File: config.mk
export PLATFORM = sky130hd
export DESIGN_NAME = dsf_window
export DESIGN_NICKNAME = d
export VERILOG_FILES = /design/src/rtl/dsf_pkg.sv /design/src/rtl/dsf_window.sv
export SDC_FILE = /design/constraint.sdc
export NUM_CORES = 1
export LEC_CHECK = 0
export BUFFER_PORTS_ARGS = -buffer_cell sky130_fd_sc_hd__buf_4
export CAP_MARGIN = 20
export CORE_UTILIZATION = 60
export CTS_CLUSTER_SIZE = 25
export DETAILED_ROUTE_END_ITERATION = 8
export GPL_ROUTABILITY_DRIVEN = 0
export GPL_TIMING_DRIVEN = 0
export PLACE_DENSITY = 0.74
export SLEW_MARGIN = 5
export SYNTH_ARGS = -nofsm -noshare
export SYNTH_HDL_FRONTEND = slang
export SYNTH_SLANG_ARGS = --single-unit
File: constraint.sdc
create_clock -name clk -period 5.62 [get_ports clk]
set_clock_uncertainty 0.15 [all_clocks]
set_input_delay 0.843 -clock clk [delete_from_list [all_inputs] [get_ports clk]]
set_output_delay 0.843 -clock clk [all_outputs]
set_load 0.1 [all_outputs]
File: src/rtl/dsf_pkg.sv
// dsf_pkg: shared types and constants of the depth speckle filter
// item structs for both channels, register indexes, reset values
// no dependencies
package dsf_pkg;

	localparam int DEPTH_BITS = 16;
	localparam int FRAME_DIM_BITS = 12;
	localparam int MIN_SIM_BITS = 4;
	localparam int CFG_INDEX_BITS = 3;
	localparam int CFG_DATA_BITS = 16;

	// smallest frame the window logic supports
	localparam int MIN_WIDTH = 3;
	localparam int MIN_HEIGHT = 2;

	// register reset values
	localparam int FRAME_WIDTH_RST = 640;
	localparam int FRAME_HEIGHT_RST = 480;
	localparam logic [DEPTH_BITS-1:0] NO_DEPTH_RST = 16'd0;
	localparam logic [DEPTH_BITS-1:0] SIMILAR_THR_RST = 16'd200;
	localparam logic [MIN_SIM_BITS-1:0] MIN_SIMILAR_RST = 4'd2;

	// result queue depth, covers the pipeline latency at full rate
	localparam int RES_FIFO_DEPTH = 8;

	typedef logic [DEPTH_BITS-1:0] depth_t;

	typedef enum logic {
		FUNC_PIXEL = 1'b0,
		FUNC_DRAIN = 1'b1
	} func_t;

	typedef enum logic [CFG_INDEX_BITS-1:0] {
		REG_FRAME_WIDTH  = 3'd0,
		REG_FRAME_HEIGHT = 3'd1,
		REG_NO_DEPTH     = 3'd2,
		REG_SIMILAR_THR  = 3'd3,
		REG_MIN_SIMILAR  = 3'd4
	} cfg_reg_t;

	typedef struct packed {
		func_t  func;
		depth_t pixel_depth;
	} px_item_t;

	typedef struct packed {
		depth_t filtered_depth;
		logic   was_removed;
		logic   frame_last;
	} res_item_t;

	// which neighbors of the center are within the threshold
	typedef struct packed {
		logic [2:0] up;
		logic [2:0] dn;
		logic       left;
		logic       right;
	} nbr_sim_t;

	// per-result position info carried down the pipeline
	typedef struct packed {
		logic test;
		logic use_up;
		logic use_dn;
		logic last;
	} res_meta_t;

endpackage

File: src/rtl/dsf_window.sv
// dsf_window: 3x3 window shift registers and the eight neighbor compares
// compares are registered in the cycle after the window shift
// depends on dsf_pkg
module dsf_window import dsf_pkg::*; (
	input  logic     clk,
	input  logic     shift,
	input  depth_t   low_in,
	input  depth_t   mid_in,
	input  depth_t   up_in,
	input  depth_t   no_depth,
	input  depth_t   threshold,
	output nbr_sim_t sim_s4,
	output depth_t   center_s4
);

	// index 0 is the newest column
	depth_t low_q [3];
	depth_t mid_q [3];
	depth_t up_q [3];
	nbr_sim_t sim;

	function automatic logic is_similar(depth_t p, depth_t n, depth_t nd, depth_t thr);
		depth_t diff;
		diff = (p >= n) ? (p - n) : (n - p);
		return (n != nd) && (diff <= thr);
	endfunction

	always_ff @(posedge clk) begin
		if (shift) begin
			low_q[0] <= low_in;
			low_q[1] <= low_q[0];
			low_q[2] <= low_q[1];
			mid_q[0] <= mid_in;
			mid_q[1] <= mid_q[0];
			mid_q[2] <= mid_q[1];
			up_q[0] <= up_in;
			up_q[1] <= up_q[0];
			up_q[2] <= up_q[1];
		end
	end

	// center is the middle of the middle row
	always_comb begin
		sim.left  = is_similar(mid_q[1], mid_q[2], no_depth, threshold);
		sim.right = is_similar(mid_q[1], mid_q[0], no_depth, threshold);
		for (int i = 0; i < 3; i++) begin
			sim.up[i] = is_similar(mid_q[1], up_q[i], no_depth, threshold);
			sim.dn[i] = is_similar(mid_q[1], low_q[i], no_depth, threshold);
		end
	end

	always_ff @(posedge clk) begin
		sim_s4 <= sim;
		center_s4 <= mid_q[1];
	end

endmodule

==> run metrics <==
multi-input logic area=14900 µm²; final setup violation count=0; Worst setup SP type=flip-flop; DPL Wire Length=51300 µm; minimum clock period=5.23 ns; Util after Layout=0.675; CTS sink cnt=168; Detailed Route Iter0 Violations=3434; syn avg cell area=8.78 µm²; max-cap violation count=0; # fillers=2881; Mapped Nets=2867; Required @ worst endpoint=5.81 ns; Worst Max-Slew Pin Slew=1.28 ns; vias in the first global route=17900; ANT nets after route=0; Die ar.=35800 µm²; Crit Path Max Fanout=10; # nets final=3022; flops & latches, synth=168; clk buf depth=2; Netlist Area Pre-Place=21000 µm²; CTS Hold Bufs=0; Post-synth ARST share=0; initial antenna violation count=3; antenna diode count=0; CP arrival=5.41 ns; RSZ-0062 raised after global routing=false; area grow syn2layout=10.8%; drt wl/cell=24.3 µm; via-per-instance ratio=6.65; Cell Pwr Density=269 nW/µm²; IO Pins=106; fin. max-slew vios=0; H-tree levels=4; First-pass DRT Iterations=9; Worst Hold Class=in -> reg; Root Buffer=clkbuf_16; die width=189 µm; Slew HR=0.147; post-synthesis cell count=2393; CTS tree=built; Design Power=6.25 mW; Vert. Die Dim=189 µm; Synth top area share=0.224; critical path class=reg -> reg; Fmax=191 MHz; Routed WL=73300 µm; TritonCTS Buffers=17; largest net degree at the start of global routing=99; Site Rows=68; flop2flop setup slack=0.39 ns; top post-synthesis cells by area=ha_1 (22%), edfxtp_1 (21%), xnor2_1 (7.4%); Clk Latency, worst-skew pair=0.45 ns; final global-route overflow total=0; Port Buffers=89; outcome=completed; layout cells sized above 1=0.100; CORE AREA=34500 µm²; first-pass GRT wire length=106000 µm; post-synth top area cell=ha_1; Post-synth EDFFs=144; Synthesis Warnings=0; drt drc=0; period utilisation layout=0.930; CP Capture Type=flip-flop; starting density of the core=0.610; peak supply drop=282 µV; Yosys cell types=88; P_leak=10.6 nW; GRT Overall Usage=0.401; final hold violation count=0; CTS clk-pin slew, worst paths=0.07 ns; sequential area share after synthesis=0.229; Main synth FF type=edfxtp_1; Seq. cell area=4800 µm²; Vias=20000
-- sequential cells by signal, indices dropped and copies added, names as in the netlist --
signal	cells
low_q	48
mid_q	48
center_s4	16
up_q	48
sim_s4	8
-- synthesized netlist by cell type, drive strengths merged, types with 18 or more instances --
library cell	instances
nand3	33
o21bai	19
nor2	115
nor2b	42
inv	221
o211ai	22
xor2	62
a31oi	36
nand2b	20
nand4	91
edfxtp	144
a211oi	29
a21o	111
mux2i	40
nand2	91
o21a	30
buf	51
a21oi	220
o21ai	135
clkbuf	55
dfxtp	24
xnor2	177
a221oi	18
ha	376
nor3	29
-- cell type report --
cell class | instances | share of cell area
Buffer | 106 | 0.0209
Clock buffer | 20 | 0.0188
Clock inverter | 11 | 0.00640
Inverter | 221 | 0.0358
Multi-Input combinational cell | 1898 | 0.640
Sequential cell | 168 | 0.206
Tap cell | 455 | 0.0245
Timing Repair Buffer | 136 | 0.0475
-- repair_timing --
| item | in CTS | in global routing |
|---|---|---|
| resized for setup | 1 | 0 |
| setup endpoints to repair | 4 | 4 |
| setup buffers | 2 | 41 |
-- logic make-up (layout without fill, tap and decap cells) --
logic type | after synthesis | in the layout | share of synthesized area
compound gates | 736 | 736 | 0.229
xor+xnor | 239 | 239 | 0.0997
fa+ha+maj | 392 | 392 | 0.239
buf+inv | 327 | 494 | 0.0626
flops | 168 | 168 | 0.229
mux | 47 | 47 | 0.0228
simple gates | 484 | 484 | 0.118
-- layout by cell type, fill, tap and decap left out, types with 17 or more instances in the layout --
master,Yosys,routed
o211ai_1,22,22
nand3_1,33,33
inv_1,221,220
nor2_1,115,115
nand2b_1,20,20
nor2b_1,42,42
xnor2_1,177,177
o21a_1,30,30
o21bai_1,19,19
buf_4,4,134
o21ai_0,131,131
a31oi_1,35,35
clkbuf_1,53,56
ha_1,376,376
dfxtp_1,24,24
nand2_1,90,90
a211oi_1,28,28
mux2i_1,40,40
clkbuf_16,0,17
nor3_1,29,29
xor2_1,62,62
a21oi_1,218,218
edfxtp_1,144,144
nand4_1,91,91
buf_2,44,44
a21o_1,109,109
-- power by group --
group          internal, mW  switching, mW
Clock                 0.698          0.531
Sequential             1.48          0.140
Combinational          1.33           2.07
-- per-layer routing --
layer / GRT usage / part of all wire / routed length (µm)
met4: 0.233 / 0.062 / 4560
met5: 0 / 0.00035 / 26
met3: 0.0949 / 0.14 / 10500
met1: 0.555 / 0.39 / 28700
met2: 0.569 / 0.40 / 29500
-- critical path, cell delays in order, from the launching register on --
cell and delay (ns):
edfxtp_1 0.50, clkinvlp_4 0.41, ha_1 0.27, inv_1 0.06
fa_1 0.40, a21o_1 0.19, a211oi_1 0.37, o22ai_1 0.19
o31ai_2 0.30, buf_2 0.36, nor3_1 0.10, a31o_2 0.23
xnor2_1 0.13, ha_1 0.31, a21oi_1 0.13, nor2b_1 0.06
o21ai_0 0.13, nand3_1 0.09, a221oi_1 0.31, o21ai_0 0.13
a21oi_1 0.28
-- worst paths after layout --
kind,start,to,cells after the start
min reg2reg,mid_q[0][15],mid_q[0][31],0
max reg2reg,mid_q[0][16],sim_s4[0],20
max,mid_q[0][16],sim_s4[0],20
min,up_in[4],up_q[0][4],1
-- metrics by stage --
stage	hold WS [ns]	instances	TNS, ns	cell area (µm²)	worst slack (ns)
floorplan	0.322	2393	0	21000	1.24
global placement	0.383	2937	-1.59	22200	-0.512
detailed placement	0.383	2940	-0.247	22300	-0.194
CTS	0.400	2973	0	22900	0.0107
global route	0.402	3015	0	23300	0.0761
finish	0.414	3015	0	23300	0.392
Note: power is estimated with default switching activity, not from simulation.
