### config.mk
export PLATFORM = sky130hd
export DESIGN_NAME = dsf_res_fifo
export DESIGN_NICKNAME = d
export VERILOG_FILES = /design/src/rtl/dsf_pkg.sv /design/src/rtl/dsf_res_fifo.sv
export SDC_FILE = /design/constraint.sdc
export NUM_CORES = 1
export LEC_CHECK = 0
export ABC_AREA = 1
export BUFFER_PORTS_ARGS = -buffer_cell sky130_fd_sc_hd__buf_4
export CORE_MARGIN = 1
export CORE_UTILIZATION = 54
export DETAILED_ROUTE_END_ITERATION = 16
export PLACE_DENSITY = 0.78
export SETUP_SLACK_MARGIN = 0.4
export SLEW_MARGIN = 20
export SYNTH_ARGS = -nofsm -noshare
export SYNTH_HDL_FRONTEND = slang
export SYNTH_SLANG_ARGS = --single-unit
export TNS_END_PERCENT = 5
### constraint.sdc
create_clock -name clk -period 2.8 [get_ports clk]
set_input_delay 0.14 -clock clk [delete_from_list [all_inputs] [get_ports clk]]
set_output_delay 0.14 -clock clk [all_outputs]
set_load 0.01 [all_outputs]
### src/rtl/dsf_pkg.sv
// dsf_pkg: shared types and constants of the depth speckle filter
// item structs for both channels, register indexes, reset values
// no dependencies
package dsf_pkg;

	localparam int DEPTH_BITS = 16;
	localparam int FRAME_DIM_BITS = 12;
	localparam int MIN_SIM_BITS = 4;
	localparam int CFG_INDEX_BITS = 3;
	localparam int CFG_DATA_BITS = 16;

	// smallest frame the window logic supports
	localparam int MIN_WIDTH = 3;
	localparam int MIN_HEIGHT = 2;

	// register reset values
	localparam int FRAME_WIDTH_RST = 640;
	localparam int FRAME_HEIGHT_RST = 480;
	localparam logic [DEPTH_BITS-1:0] NO_DEPTH_RST = 16'd0;
	localparam logic [DEPTH_BITS-1:0] SIMILAR_THR_RST = 16'd200;
	localparam logic [MIN_SIM_BITS-1:0] MIN_SIMILAR_RST = 4'd2;

	// result queue depth, covers the pipeline latency at full rate
	localparam int RES_FIFO_DEPTH = 8;

	typedef logic [DEPTH_BITS-1:0] depth_t;

	typedef enum logic {
		FUNC_PIXEL = 1'b0,
		FUNC_DRAIN = 1'b1
	} func_t;

	typedef enum logic [CFG_INDEX_BITS-1:0] {
		REG_FRAME_WIDTH  = 3'd0,
		REG_FRAME_HEIGHT = 3'd1,
		REG_NO_DEPTH     = 3'd2,
		REG_SIMILAR_THR  = 3'd3,
		REG_MIN_SIMILAR  = 3'd4
	} cfg_reg_t;

	typedef struct packed {
		func_t  func;
		depth_t pixel_depth;
	} px_item_t;

	typedef struct packed {
		depth_t filtered_depth;
		logic   was_removed;
		logic   frame_last;
	} res_item_t;

	// which neighbors of the center are within the threshold
	typedef struct packed {
		logic [2:0] up;
		logic [2:0] dn;
		logic       left;
		logic       right;
	} nbr_sim_t;

	// per-result position info carried down the pipeline
	typedef struct packed {
		logic test;
		logic use_up;
		logic use_dn;
		logic last;
	} res_meta_t;

endpackage

### src/rtl/dsf_res_fifo.sv
// dsf_res_fifo: small result queue between the filter pipeline and the output
// writes are never refused; the producer keeps a credit count
// depends on dsf_pkg
module dsf_res_fifo import dsf_pkg::*; #(
	parameter int DEPTH = 8
) (
	input  logic      clk,
	input  logic      arst_n,
	input  logic      wr_en,
	input  res_item_t wr_item,
	output logic      rd_valid,
	input  logic      rd_ready,
	output res_item_t rd_item
);

	localparam int AW = (DEPTH > 1) ? $clog2(DEPTH) : 1;
	localparam int CNTW = $clog2(DEPTH + 1);

	res_item_t buf_q [DEPTH];
	logic [AW-1:0] wr_ptr_q;
	logic [AW-1:0] rd_ptr_q;
	logic [CNTW-1:0] count_q;
	logic rd_en;

	assign rd_valid = (count_q != '0);
	assign rd_item = buf_q[rd_ptr_q];
	assign rd_en = rd_valid && rd_ready;

	always_ff @(posedge clk) begin
		if (wr_en) begin
			buf_q[wr_ptr_q] <= wr_item;
		end
	end

	always_ff @(posedge clk or negedge arst_n) begin
		if (!arst_n) begin
			wr_ptr_q <= '0;
			rd_ptr_q <= '0;
			count_q <= '0;
		end else begin
			if (wr_en) begin
				wr_ptr_q <= (wr_ptr_q == AW'(DEPTH - 1)) ? '0 : wr_ptr_q + AW'(1);
			end
			if (rd_en) begin
				rd_ptr_q <= (rd_ptr_q == AW'(DEPTH - 1)) ? '0 : rd_ptr_q + AW'(1);
			end
			if (wr_en && !rd_en) begin
				count_q <= count_q + CNTW'(1);
			end else if (!wr_en && rd_en) begin
				count_q <= count_q - CNTW'(1);
			end
		end
	end

endmodule

==> flow_summary.html <==
<table>
<tr><th>Metric</th><th>Value</th></tr>
<tr><th colspan="2">Worst setup path</th></tr>
<tr><td>Critical Path End Type</td><td>output pin</td></tr>
<tr><td>Startpoint types</td><td>flop</td></tr>
<tr><td>Flop2flop setup slack</td><td>roughly 670 ps</td></tr>
<tr><td>Max FO, Critical Path</td><td>35</td></tr>
<tr><td>Required @ worst endpoint</td><td>roughly 2700 ps</td></tr>
<tr><td>Critical path arrival</td><td>2080 ps</td></tr>
<tr><td>Classification of the worst setup path</td><td>reg -&gt; out</td></tr>
<tr><th colspan="2">Detailed routing</th></tr>
<tr><td>Total Routed Length</td><td>about 14 mm</td></tr>
<tr><td>Via count</td><td>4594</td></tr>
<tr><td>Met3 wire length</td><td>603 um</td></tr>
<tr><td>Metal2 WL</td><td>a little under 7 mm</td></tr>
<tr><td>Vias per cell</td><td>slightly below 5</td></tr>
<tr><td>Total iterations of the first detailed-routing run</td><td>6</td></tr>
<tr><td>Final antenna-violating net count</td><td>0</td></tr>
<tr><td>Topmost layer with routed signal wires</td><td>met4</td></tr>
<tr><td>Mean routed wirelength per cell</td><td>roughly 14 um</td></tr>
<tr><td>Final routed DRC violation total</td><td>0</td></tr>
<tr><td>Met1 WL</td><td>5.82 mm</td></tr>
<tr><td>DRC violation total after the first TritonRoute iteration</td><td>between 300 and 400</td></tr>
<tr><th colspan="2">Placement</th></tr>
<tr><td>Setup slack at placement</td><td>699 ps</td></tr>
<tr><td>Half-perimeter wire length after placement</td><td>7.98 mm</td></tr>
<tr><td>I/O Buffers</td><td>40</td></tr>
<tr><td>Final estimated routing congestion in global placement</td><td>0.820</td></tr>
<tr><th colspan="2">Timing</th></tr>
<tr><td>RSZ-0062 raised after global routing</td><td>no</td></tr>
<tr><td>Tcrit/Tclk final</td><td>79.2%</td></tr>
<tr><td>Tmin final</td><td>2220 ps</td></tr>
<tr><td>Total Neg Setup Slack</td><td>0 ps</td></tr>
<tr><td>Maximum clock rate</td><td>451 MHz</td></tr>
<tr><td>Endpoints failing hold</td><td>0</td></tr>
<tr><td>Final clock skew</td><td>4.20 ps</td></tr>
<tr><td>Worst Tran Pin Value</td><td>between 700 and 800 ps</td></tr>
<tr><td>Total setup violations reported at the end of the flow</td><td>0</td></tr>
<tr><td>Max-slew headroom at the worst pin</td><td>47.6%</td></tr>
<tr><td>Fin. max-slew vios</td><td>0</td></tr>
<tr><td>Post-route setup slack</td><td>583 ps</td></tr>
<tr><th colspan="2">Power</th></tr>
<tr><td>Leak pwr</td><td>3.58 nW</td></tr>
<tr><td>Power density cells</td><td>990 nW/um^2</td></tr>
<tr><td>Largest voltage drop on the vdd net</td><td>0.555 mV</td></tr>
<tr><td>Tot Pwr</td><td>0.00800 W</td></tr>
<tr><th colspan="2">Die</th></tr>
<tr><td>Core region area</td><td>12200 sq um</td></tr>
<tr><td>Initial core utilization</td><td>56.0%</td></tr>
<tr><td>Die Height</td><td>114 um</td></tr>
<tr><td>Floorplan die width</td><td>approximately 110 um</td></tr>
<tr><td>I/O Pins</td><td>41</td></tr>
<tr><td>Die Area</td><td>13100 sq um</td></tr>
<tr><td>FP Rows</td><td>40</td></tr>
<tr><th colspan="2">Synthesis</th></tr>
<tr><td>Mux contribution to synthesized area</td><td>0%</td></tr>
<tr><td>Mean Syn Cell Area</td><td>approximately 9.7 sq um</td></tr>
<tr><td>Proportion of netlist area held by the largest area contributor</td><td>63.5%</td></tr>
<tr><td>Post-synthesis cell count</td><td>701</td></tr>
<tr><td>Main combinational cell family by area after synthesis</td><td>simple AND/OR/NAND/NOR gates</td></tr>
<tr><td>Share of the synthesized area in compound gates (AO/OA/AOI/OAI)</td><td>0.514%</td></tr>
<tr><td>Post-Synthesis Cell Area</td><td>slightly below 7000 sq um</td></tr>
<tr><td>Synth area leaders</td><td>edfxtp_1 (63%), nand2_1 (14%), nor2_1 (8.6%), inv_1 (4.5%), dfrtp_1 (3.7%)</td></tr>
<tr><td>Post-synth EDFFs</td><td>144</td></tr>
<tr><td>Syn nets</td><td>731</td></tr>
<tr><td>Top cells by count, synth</td><td>nand2_1 (259), nor2_1 (156), edfxtp_1 (144)</td></tr>
<tr><td>Sequential element share of the synthesized area</td><td>67.1%</td></tr>
<tr><td>Total of warnings raised by yosys</td><td>0</td></tr>
<tr><td>Most frequent cell after synthesis</td><td>nand2_1</td></tr>
<tr><td>Number of different library cells in the post-synthesis netlist</td><td>17</td></tr>
<tr><td>Cell taking the most area after synthesis</td><td>edfxtp_1</td></tr>
<tr><td>Arithmetic-cell share of the synthesized area counting full adders, half adders and majority gates</td><td>between 1.5 and 2%</td></tr>
<tr><td>Commonest register cell after synthesis</td><td>edfxtp_1</td></tr>
<tr><td>Xor-xnor portion of the synthesized cell area</td><td>less than 1%</td></tr>
<tr><td>Synth Register Bits</td><td>154</td></tr>
<tr><td>Async set or reset register ratio after synthesis</td><td>6.49%</td></tr>
<tr><td>Fraction of the mapped netlist area in simple logic gates</td><td>23.3%</td></tr>
<tr><th colspan="2">Cells and area</th></tr>
<tr><td>Antenna cells</td><td>0</td></tr>
<tr><td>Layout Area Growth over Synthesis</td><td>18.6%</td></tr>
<tr><td>Filler cells</td><td>872</td></tr>
<tr><td>Net count reported at finish</td><td>roughly 800</td></tr>
<tr><td>Fraction of final layout cells sized beyond drive strength 1</td><td>approximately an eighth</td></tr>
<tr><th colspan="2">Clock network</th></tr>
<tr><td>TritonCTS clock tree</td><td>done</td></tr>
<tr><td>Clk sinks</td><td>154</td></tr>
<tr><td>Gates resized, CTS repair</td><td>0</td></tr>
<tr><td>Clock edge transition at the registers on the reported setup and hold paths</td><td>60 ps</td></tr>
<tr><td>Clock root buffer</td><td>clkbuf_16</td></tr>
<tr><td>Clk Latency, worst-skew pair</td><td>430 ps</td></tr>
<tr><td># H-tree levels</td><td>4</td></tr>
<tr><td>Clock tree buffer depth</td><td>2</td></tr>
<tr><td>Clock buffer count from CTS</td><td>17</td></tr>
<tr><td>Buffers inserted during post-CTS setup optimization</td><td>0</td></tr>
<tr><th colspan="2">Job</th></tr>
<tr><td># Max-Cap Violations</td><td>0</td></tr>
<tr><th colspan="2">Global routing</th></tr>
<tr><td>Largest net degree at the start of global routing</td><td>81</td></tr>
<tr><td>Wire length of the first global-routing pass</td><td>roughly 22 mm</td></tr>
<tr><td>Number of antenna violations at the first check in global routing</td><td>0</td></tr>
<tr><td>Final global-route overflow total</td><td>0</td></tr>
<tr><td>Vias in the first global route</td><td>~4400</td></tr>
<tr><td>Total global-route track usage</td><td>23.2%</td></tr>
<tr><th colspan="2">Hold path</th></tr>
<tr><td>HP Class</td><td>in -&gt; async</td></tr>
<tr><th colspan="2">Outcome</th></tr>
<tr><td>Result of the run</td><td>complete, no violations</td></tr>
</table>
[worst paths after layout]
kind | to | startpoint | cells after the start
min in group clk | buf_q[5][17]$_DFFE_PP_ | wr_item[17] | 2
worst min register to register | count_q[2]$_DFFE_PN0P_ | count_q[2]$_DFFE_PN0P_ | 2
max in group asynchronous | rd_ptr_q[0]$_DFFE_PN0P_ | arst_n | 2
worst max-delay path | rd_item[13] | rd_ptr_q[0]$_DFFE_PN0P_ | 8
worst max register to register | count_q[3]$_DFFE_PN0P_ | count_q[0]$_DFFE_PN0P_ | 11
worst min-delay path | count_q[0]$_DFFE_PN0P_ | arst_n | 2
[logic make-up (layout without fill, tap and decap cells)]
family,after synthesis,after routing
simple gates,421,421
flops,154,154
buf+inv,109,195
fa+ha+maj,8,8
compound gates,7,7
xor+xnor,2,2
[flip-flops by register name (all words and copies together) (netlist names)]
register / flops
rd_ptr_q: 3
buf_q: 144
wr_ptr_q: 3
count_q: 4
[through the flow]
step / hold slack [ps] / utilization [%] / instances / instance area, sq um
detailed placement: -20.9 / 60.1 / 903 / 7310
finish: 77.2 / 66.4 / 955 / 8080
global route: 85.7 / 66.4 / 955 / 8080
CTS: 65.6 / 66.4 / 955 / 8080
floorplan: -156 / - / 701 / 6810
global placement: -26.6 / 60.1 / 903 / 7310
[per-layer routing]
metal,track usage (%),vias to the layer above
met2,38.9,125
met5,0,-
met3,5.13,32
met4,11.8,0
li1,-,2325
met1,28.3,2112
[area by class of cell]
class                      count  area (sq um)  share of cell area (%)
clock buffer                  18           429                    5.31
clock inverter                13           129                    1.59
inverter                      83           312                    3.86
multi-input combinational    438          1750                    21.6
sequential                   154          4580                    56.7
tap                          168           210                    2.60
timing repair buffer          81           673                    8.33
[power by group]
part | total, W | leakage (nW) | switching, W | internal (W)
Combinational | 0.00280 | 1.87 | 0.00176 | 0.00104
Clock | 0.00217 | 0.281 | 0.000875 | 0.00130
Sequential | 0.00302 | 1.43 | 0.000182 | 0.00284
[critical path, stage by stage, from the launching register on]
cell	delay (ps)
dfrtp_4	650
buf_4	390
nor2_1	90
nor2_1	100
nand2_1	70
nand2_1	80
nand2_1	60
nand2_1	90
buf_4	120
[timing repair]
item	4_1_cts	5_1_grt
endpoints found under the hold margin	158	0
hold buffers	21	0
setup endpoints to repair	0	0
[layout by cell type, fill, tap and decap left out, drive strengths merged]
master / synthesis / layout
nand2: 259 / 259
nor2: 156 / 156
edfxtp: 144 / 144
inv: 83 / 84
buf: 26 / 60
dlygate4sd3: 0 / 21
clkbuf: 0 / 18
dfrtp: 10 / 10
clkinv: 0 / 10
ha: 7 / 7
o21ai: 6 / 6
nand3: 5 / 5
xnor2: 2 / 2
bufinv: 0 / 2
a21oi: 1 / 1
or2: 1 / 1
fa: 1 / 1
(Power assumes the default switching activity.)
